## src/sse_pkg.sv

```systemverilog
// ----------------------------------------------------------------------------
// sse_pkg
// Shared types and constants for the sparse set engine: operation and
// status codes, fixed field widths of the item and result.
// ----------------------------------------------------------------------------
`default_nettype none

package sse_pkg;

    // fixed field widths
    localparam int VALUE_W  = 10;
    localparam int POP_W    = 11;
    localparam int OP_W     = 2;
    localparam int STATUS_W = 2;

    // operation codes
    typedef enum logic [OP_W-1:0] {
        OP_INSERT = 2'd0,
        OP_DELETE = 2'd1,
        OP_POP    = 2'd2,
        OP_CLEAR  = 2'd3
    } op_t;

    // result status codes
    typedef enum logic [STATUS_W-1:0] {
        ST_CHANGED   = 2'd0,
        ST_SAME      = 2'd1,
        ST_EMPTY_POP = 2'd2
    } status_t;

endpackage

`default_nettype wire

```

## src/sse_ctrl.sv

```systemverilog
// ----------------------------------------------------------------------------
// sse_ctrl
// Operation sequencer of the sparse set engine: takes one item, walks the
// sparse map and dense list through their RAM ports, checks membership,
// writes back and loads the result register.
// ----------------------------------------------------------------------------
`default_nettype none

module sse_ctrl
    import sse_pkg::*;
#(
    parameter int UNIVERSE = 1024,
    parameter int IDX_W    = 10,
    parameter int CNT_W    = 11
) (
    input  wire logic                clk,
    input  wire logic                rst_n,
    // item channel
    input  wire logic                in_valid,
    output logic                     in_stall,
    input  wire logic [OP_W-1:0]     op,
    input  wire logic [VALUE_W-1:0]  value,
    // result channel
    output logic                     out_valid,
    input  wire logic                out_stall,
    output logic      [VALUE_W-1:0]  popped_value,
    output logic      [STATUS_W-1:0] status,
    output logic      [POP_W-1:0]    population,
    output logic                     is_empty,
    // dense list port
    output logic                     dense_we,
    output logic      [IDX_W-1:0]    dense_waddr,
    output logic      [VALUE_W-1:0]  dense_wdata,
    output logic                     dense_re,
    output logic      [IDX_W-1:0]    dense_raddr,
    input  wire logic [VALUE_W-1:0]  dense_rdata,
    // sparse map port
    output logic                     sparse_we,
    output logic      [IDX_W-1:0]    sparse_waddr,
    output logic      [IDX_W-1:0]    sparse_wdata,
    output logic                     sparse_re,
    output logic      [IDX_W-1:0]    sparse_raddr,
    input  wire logic [IDX_W-1:0]    sparse_rdata
);

    typedef enum logic [2:0] {
        S_IDLE,
        S_SIMPLE,
        S_LOOKUP,
        S_CHECK,
        S_LAST,
        S_POP
    } state_t;

    state_t               state_reg, state_next;
    logic [CNT_W-1:0]     count_reg, count_next;
    logic                 out_valid_reg, out_valid_next;
    logic [VALUE_W-1:0]   popped_reg, popped_next;
    status_t              status_reg, status_next;

    op_t                  op_reg;
    logic [VALUE_W-1:0]   value_reg;
    logic [IDX_W-1:0]     slot_reg;
    status_t              pend_reg, pend_next;

    op_t                  in_op;
    logic                 in_take;
    logic                 out_free;
    logic                 emit;
    logic                 in_range;
    logic                 member;
    logic                 last_in_range;
    logic [CNT_W-1:0]     count_dec;

    assign in_op         = op_t'(op);
    assign in_stall      = (state_reg != S_IDLE);
    assign in_take       = in_valid && !in_stall;
    assign out_free      = !out_valid_reg || !out_stall;
    assign in_range      = (32'(value) < UNIVERSE);
    assign last_in_range = (32'(dense_rdata) < UNIVERSE);
    assign count_dec     = count_reg - 1'b1;

    // membership: slot below population and dense entry points back
    assign member = (CNT_W'(slot_reg) < count_reg) && (dense_rdata == value_reg);

    // sequencing, RAM access and result formation
    always_comb
    begin
        state_next   = state_reg;
        count_next   = count_reg;
        pend_next    = pend_reg;
        popped_next  = popped_reg;
        status_next  = status_reg;
        emit         = 1'b0;
        dense_we     = 1'b0;
        dense_waddr  = slot_reg;
        dense_wdata  = dense_rdata;
        dense_re     = 1'b0;
        dense_raddr  = IDX_W'(count_dec);
        sparse_we    = 1'b0;
        sparse_waddr = IDX_W'(dense_rdata);
        sparse_wdata = slot_reg;
        sparse_re    = 1'b0;
        sparse_raddr = IDX_W'(value);

        unique case (state_reg)
            S_IDLE:
            begin
                if (in_take)
                begin
                    unique case (in_op)
                        OP_INSERT, OP_DELETE:
                        begin
                            if (in_range)
                            begin
                                sparse_re  = 1'b1;
                                state_next = S_LOOKUP;
                            end
                            else
                            begin
                                pend_next  = ST_SAME;
                                state_next = S_SIMPLE;
                            end
                        end
                        OP_POP:
                        begin
                            if (count_reg == '0)
                            begin
                                pend_next  = ST_EMPTY_POP;
                                state_next = S_SIMPLE;
                            end
                            else
                            begin
                                dense_re   = 1'b1;
                                state_next = S_POP;
                            end
                        end
                        OP_CLEAR:
                        begin
                            pend_next  = (count_reg != '0) ? ST_CHANGED : ST_SAME;
                            state_next = S_SIMPLE;
                        end
                    endcase
                end
            end

            // result already known, wait for the output register
            S_SIMPLE:
            begin
                if (out_free)
                begin
                    emit        = 1'b1;
                    status_next = pend_reg;
                    popped_next = '0;
                    if (op_reg == OP_CLEAR)
                    begin
                        count_next = '0;
                    end
                    state_next = S_IDLE;
                end
            end

            // sparse entry in hand, fetch the dense slot it names
            S_LOOKUP:
            begin
                dense_re    = 1'b1;
                dense_raddr = sparse_rdata;
                state_next  = S_CHECK;
            end

            S_CHECK:
            begin
                if (op_reg == OP_DELETE)
                begin
                    if (member)
                    begin
                        // fetch the last member to fill the hole
                        dense_re   = 1'b1;
                        state_next = S_LAST;
                    end
                    else if (out_free)
                    begin
                        emit        = 1'b1;
                        status_next = ST_SAME;
                        popped_next = '0;
                        state_next  = S_IDLE;
                    end
                end
                else if (out_free)
                begin
                    emit        = 1'b1;
                    popped_next = '0;
                    state_next  = S_IDLE;
                    if (member || (32'(count_reg) >= UNIVERSE))
                    begin
                        status_next = ST_SAME;
                    end
                    else
                    begin
                        // append at the end of the dense list
                        dense_we     = 1'b1;
                        dense_waddr  = IDX_W'(count_reg);
                        dense_wdata  = value_reg;
                        sparse_we    = 1'b1;
                        sparse_waddr = IDX_W'(value_reg);
                        sparse_wdata = IDX_W'(count_reg);
                        count_next   = count_reg + 1'b1;
                        status_next  = ST_CHANGED;
                    end
                end
            end

            // move the last member into the freed slot
            S_LAST:
            begin
                if (out_free)
                begin
                    emit         = 1'b1;
                    dense_we     = 1'b1;
                    dense_waddr  = slot_reg;
                    dense_wdata  = dense_rdata;
                    sparse_we    = last_in_range;
                    sparse_waddr = IDX_W'(dense_rdata);
                    sparse_wdata = slot_reg;
                    count_next   = count_dec;
                    status_next  = ST_CHANGED;
                    popped_next  = '0;
                    state_next   = S_IDLE;
                end
            end

            S_POP:
            begin
                if (out_free)
                begin
                    emit        = 1'b1;
                    popped_next = dense_rdata;
                    count_next  = count_dec;
                    status_next = ST_CHANGED;
                    state_next  = S_IDLE;
                end
            end

            default:
            begin
                state_next = S_IDLE;
            end
        endcase
    end

    // output register valid: loaded on emit, cleared on transfer
    always_comb
    begin
        out_valid_next = out_valid_reg;
        if (emit)
        begin
            out_valid_next = 1'b1;
        end
        else if (out_valid_reg && !out_stall)
        begin
            out_valid_next = 1'b0;
        end
    end

    // state, population and result register
    always_ff @(posedge clk or negedge rst_n)
    begin
        if (!rst_n)
        begin
            state_reg     <= S_IDLE;
            count_reg     <= '0;
            out_valid_reg <= 1'b0;
            popped_reg    <= '0;
            status_reg    <= ST_SAME;
        end
        else
        begin
            state_reg     <= state_next;
            count_reg     <= count_next;
            out_valid_reg <= out_valid_next;
            popped_reg    <= popped_next;
            status_reg    <= status_next;
        end
    end

    // captured item and working slot
    always_ff @(posedge clk)
    begin
        if (in_take)
        begin
            op_reg    <= in_op;
            value_reg <= value;
        end
        if (state_reg == S_LOOKUP)
        begin
            slot_reg <= sparse_rdata;
        end
        pend_reg <= pend_next;
    end

    assign out_valid    = out_valid_reg;
    assign popped_value = popped_reg;
    assign status       = status_reg;
    assign population   = POP_W'(count_reg);
    assign is_empty     = (count_reg == '0);

endmodule

`default_nettype wire
```

## config.mk

```make
export PLATFORM = sky130hd
export DESIGN_NAME = sse_ctrl
export DESIGN_NICKNAME = d
export VERILOG_FILES = /design/src/sse_pkg.sv /design/src/sse_ctrl.sv
export SDC_FILE = /design/constraint.sdc
export NUM_CORES = 1
export LEC_CHECK = 0
export ABC_CLOCK_PERIOD_IN_PS = 5000
export BUFFER_PORTS_ARGS = -buffer_cell sky130_fd_sc_hd__buf_4
export CORE_UTILIZATION = 40
export DETAILED_ROUTE_END_ITERATION = 16
export GPL_TIMING_DRIVEN = 0
export PLACE_DENSITY = 0.63
export SYNTH_ARGS = -nofsm -noshare
export SYNTH_HDL_FRONTEND = slang
export SYNTH_SLANG_ARGS = --single-unit
```

## constraint.sdc

```tcl
create_clock -name clk -period 5 [get_ports clk]
set_input_delay 0.75 -clock clk [delete_from_list [all_inputs] [get_ports clk]]
set_output_delay 0.75 -clock clk [all_outputs]
set_load 0.005 [all_outputs]
```

Word-level counts from Yosys, hierarchy flattened
Cells that the tools add are included.
Widths: inputs -> output; s select.
{ "totals": {"inputBits": 36, "elab_cells": 119, "register_bits": 51, "output_inout_bits": 90} }
{ "classes": {"n_lt_le_gt_ge": 2, "mux": 58, "n_addsub": 2, "eq_ne": 23, "n_reduce_logical": 24, "n_bitwise": 1} }
{ "ops": {"columns": ["cell", "count"], "rows": [
  ["$mux 10", 13],
  ["$mux 11", 6],
  ["$pmux 11 s3", 1],
  ["$pmux 10 s3", 1],
  ["$mux 1", 18],
  ["$ne 2x2->1 const B", 8],
  ["$mux 3", 5],
  ["$mux 2", 7],
  ["$pmux 3 s4", 1],
  ["$add 11x1->11 const B", 1],
  ["$ge 11x11->1 const B", 1],
  ["$logic_not 11->1", 1],
  ["$lt 10x11->1", 1],
  ["$reduce_bool 11->1", 1],
  ["$sub 11x1->11 const B", 1],
  ["$eq 10x10->1", 1],
  ["$ne 3x3->1 const B", 3],
  ["$pmux 3 s3", 1],
  ["$reduce_bool 3->1", 3],
  ["$reduce_and 7->1", 1],
  ["$eq 2x2->1 const B", 3],
  ["$eq 3x2->1 const B", 2],
  ["$eq 3x3->1 const B", 2],
  ["$pmux 2 s3", 1],
  ["18 further kinds", 27]
]} }

Depth between registers and ports, before layout
{ "logic_depth": {"word_depth": 7, "ltp_mapped": 11, "mapped_depth_nobuf": 8} }

Worst setup path after synthesis
Ideal clock, no wire load.
{ "synth_path": {"path_type": "register to output", "startpoint": "register count_reg[5] (netlist: population[5])", "endpoint": "output port sparse_wdata[0]", "stages_incl_launch_ff": 12, "path_slack_ns": 1.787, "n_path_buf": 3, "required_ns": 4.250, "arrival_ns": 2.463, "path_cell_list": "dfrtp_1 > clkbuf_1 > clkinv_1 > ha_1 > nand2_1 > o21ai_0 > a21oi_1 > o2111ai_1 > nand3_1 > buf_2 > mux2_2 > buf_4"} }
{ "synth_via": {"elab_chain_len": 7, "elab_cells_between_ends": 8, "classes_between": "2 x order compare; 4 x mux; 2 x reduce/logical"} }
{ "synth_lines": {"columns": ["element", "line_no", "text"], "rows": [
  ["from (decl)", "sse_ctrl.sv:56", "logic [CNT_W-1:0] count_reg, count_next;"],
  ["from (signal assigned)", "sse_ctrl.sv:279", "count_reg <= count_next;"],
  ["$lt 10x11->1", "sse_ctrl.sv:84", "assign member = (CNT_W'(slot_reg) < count_reg) && (dense_rdata == value_reg);"],
  ["$logic_and 1x1->1", "sse_ctrl.sv:84", null],
  ["$logic_or 1x1->1 (*)", "sse_ctrl.sv:194", "if (member || (32'(count_reg) >= UNIVERSE))"],
  ["$mux 10 (*) (4 in series)", null, null],
  ["to (decl)", "sse_ctrl.sv:40", "output logic [IDX_W-1:0] sparse_wdata,"]
]} }
Every way passes the cells marked *; elsewhere a longest branch is shown, timed or not.

Worst setup path in the final report
{ "layout_path": {"startpoint": "register count_reg[5] (netlist: population[5])", "endpoint": "output port sparse_wdata[3]"} }
{ "layout_via": {"elab_chain_len": 7, "elab_cells_between_ends": 8, "classes_between": "2 x order compare; 4 x mux; 2 x reduce/logical"} }
{ "layout_lines": {"columns": ["element", "line_no", "text"], "rows": [
  ["$lt 10x11->1", "sse_ctrl.sv:84", null],
  ["$logic_and 1x1->1", "sse_ctrl.sv:84", null],
  ["$logic_or 1x1->1 (*)", "sse_ctrl.sv:194", null],
  ["$mux 10 (*)", "sse_ctrl.sv:194", null],
  ["$mux 10 (*)", "sse_ctrl.sv:189", "else if (out_free)"],
  ["$mux 10 (*)", "sse_ctrl.sv:173", "if (op_reg == OP_DELETE)"],
  ["$mux 10 (*)", null, null]
]} }
Marks and branches as above.

==> run metrics <==
status=completed; pwr/cell area=501 mW/mm²; CP Class=flop to primary output; sequential share of the synthesized area=0.389; first-pass GRT wire length=16,200 µm; Top-Level Pins=126; H-Tree Depth=2; Clock Root Buffer=clkbuf_8; Post-DP HPWL=~7600 µm; most used cell, CP=buf_4; XOR/XNOR Fraction of Synth Area=0.0414; Worst Setup Start Kind=flop; GP Congestion=0.828; Max-slew headroom=0.372; simple-gate area share of the yosys netlist=0.161; Pleak=approximately 0.0022 µW; CTS Buf Count=5; Layout area overhead=32.3%; Tot Pwr=between 2000 and 2500 µW; async set-reset flop share out of synthesis=0.529; combinational power share=0.619; Initial Util=0.412; Mapped Nets=414; Clk pin slew, worst setup/hold paths=~0.11 ns; max-cap violation count=0; R2R Setup Slk=between 1.5 and 2 ns; Core Region=about 0.0087 mm²; Initial DRC Count=138; Final Slew Violations=0; max FFs per register=11; mux cell area share after synthesis=0.115; Net Sw Frac=0.418; largest net degree at the start of global routing=28; initial antenna violation count=0; Total Routing Usage GR=0.216; slowest CP cell=mux2_2; number of placed cells counting well taps=600; final hold viol count=0; post-route insts no fill=608; post-synthesis compound-gate area fraction=0.144; vias in the first global route=3,179; Worst Path Arrival=about 3.5 ns; CTS-repair resized insts=0; Tmin final=4.20 ns; utilization after layout=0.546; Worst Hold Class=input port to asynchronous set/reset pin; r2r startpoint=population[5]$_DFFE_PN0P_; Via Count=3,231; post-synth cell types=59; internal power=1390 µW; Mapped Avg Cell Area=9.80 µm²; Nets=~550; CTS Buffer Depth=2; worst slew pin tran=between 0.9 and 1 ns; layout cells sized above 1=0.436; row cnt=34; ys flop type=dfrtp_1; Inserted Diodes=0; grt ovf=0; TritonCTS clock tree=built; Mapped Area=about 0.0036 mm²; yosys warns=0; clk_skew=0.00864 ns; ratio of final minimum period to clock period=0.841; Post-CTS Setup Repair Bufs=0; adder-cell area share of the yosys netlist=0.0383; Psw=roughly 1000 µW; unrepaired setup endpoints after global routing=no; crit-path cells=clkbuf_1 -> clkinv_1 -> ha_1 -> nand2_1 -> o21ai_0 -> a21oi_1 -> o2111ai_1 -> nand3_1 -> buf_2 -> mux2_2 -> buf_4 -> buf_4; Sink Count=between 50 and 60; CP Capture Type=primary output; Syn Inst Count=367; Die H=96.8 µm; Clock power frac=0.108; Worst Path Required=~4.3 ns; Die W=96.8 µm; FF-to-FF End=popped_value[5]$_DFFE_PN0P_; VDD IR-drop max=0.161 mV; hold_buf cts=0; port buffer count=125; via-per-instance ratio=5.31; Worst-Skew Late Latency=0.32 ns; Worst Reg-to-Reg Cells=10; DRT Pass-1 Iters=4; sequential share of power=0.274; worst-path maximum fanout=10; final wirelength=between 10,000 and 15,000 µm; Sum Neg Setup Slack=0 ns; WL/cell=16.6 µm; main combinational cell family by area after synthesis=simple AND/OR/NAND/NOR gates; DRC viols=0; FF+latch count, synth=51; full die area=approximately 0.0094 mm²; CP max stage delay=around 0.40 ns; Post-synth EDFFs=24; Final Setup Violations=0; maximum clock rate=between 200 and 250 MHz; Post-DRT Antenna Nets=0
cells in the mapped netlist, types with 3 or more instances:
cell type  count  share of area
a31oi_1        6          0.010
nand4_1        5         0.0087
nand2_1       19          0.020
nor2b_1        6          0.010
buf_4         31          0.065
xnor2_1       15          0.037
and2_1         6          0.010
inv_1         14          0.015
dfrtp_1       26           0.18
nor3_1        11          0.015
buf_2          6         0.0083
clkbuf_1      16          0.017
a21oi_1       22          0.031
mux2_2        35           0.11
and3_1        12          0.021
nor2_1        26          0.027
ha_1          11          0.038
a211oi_1       3         0.0063
o21ai_0       12          0.017
edfxtp_1      24           0.20
nand3_1        6         0.0083
a32oi_1        3         0.0073
a221oi_1       3         0.0073
power by group through the flow:
stage,Clock (µW),Sequential (µW),Combinational [µW]
2_1_floorplan,0,642,877
3_3_place_gp,0,660,1460
3_5_place_dp,0,662,1480
4_1_cts,260,653,1490
5_1_grt,280,669,1620
6_report,257,653,1480
logic make-up after synthesis:
kind of cell,count (synthesis)
simple gates,105
mux,37
fa+ha+maj,11
compound gates,76
xor+xnor,17
buf+inv,70
flops,51
stage by stage:
step                      setup WS (ns)  cell area, µm²  hold WS [ns]
after global routing              0.436            4760         0.377
final                             0.795            4760         0.358
after global placement             1.20            4670         0.476
after detailed placement           1.15            4670         0.485
after CTS                         0.768            4760         0.364
after floorplan                    1.79            3600         0.454
per-layer routing:
| layer | vias up | GRT usage | wire length, µm |
|---|---|---|---|
| li1 | 1572 | - | - |
| met1 | 1497 | 0.273 | 4220 |
| met2 | 145 | 0.369 | 4940 |
| met3 | 17 | 0.0397 | 748 |
| met4 | 0 | 0.0712 | 172 |
| met5 | - | 0 | 0 |
cells in the final DEF, fill, tap and decap left out, types with 14 or more instances in the layout:
cell type    n
mux2_2      35
xnor2_1     15
clkbuf_1    17
buf_4      156
nand2_1     19
inv_1       14
edfxtp_1    24
dfrtp_1     26
nor2_1      26
a21oi_1     22
area by class of cell:
cell class / instances / area, µm²
sequential: 51 / 1400
inverter: 15 / 56.3
tap: 108 / 135
clock inverter: 2 / 16.3
buffer: 55 / 345
multi-input combinational: 246 / 1800
clock buffer: 6 / 72.6
timing repair buffer: 125 / 938
fill: 785 / 3960
worst max-delay path by stage:
| stage | end | from | slack (ns) |
|---|---|---|---|
| detailed placement | sparse_wdata[3] | population[5]$_DFFE_PN0P_ | 1.15 |
| finish | sparse_wdata[3] | population[5]$_DFFE_PN0P_ | 0.80 |
| CTS | sparse_wdata[3] | population[5]$_DFFE_PN0P_ | 0.77 |
| global route | sparse_wdata[3] | population[5]$_DFFE_PN0P_ | 0.44 |
| global placement | sparse_wdata[1] | population[5]$_DFFE_PN0P_ | 1.20 |
| floorplan | sparse_wdata[0] | population[5]$_DFFE_PN0P_ | 1.79 |
critical path, delay by kind of cell, from the launching register on:
kind | cells | cell delay [ns]
flip-flops | 1 | 0.35
multiplexers | 1 | 0.40
adder cells (fa/ha/maj) | 1 | 0.35
AO/OA/AOI/OAI | 3 | 0.60
AND/OR/NAND/NOR | 2 | 0.28
buffers and inverters | 5 | 1.15
Note: power is estimated with default switching activity, not from simulation.
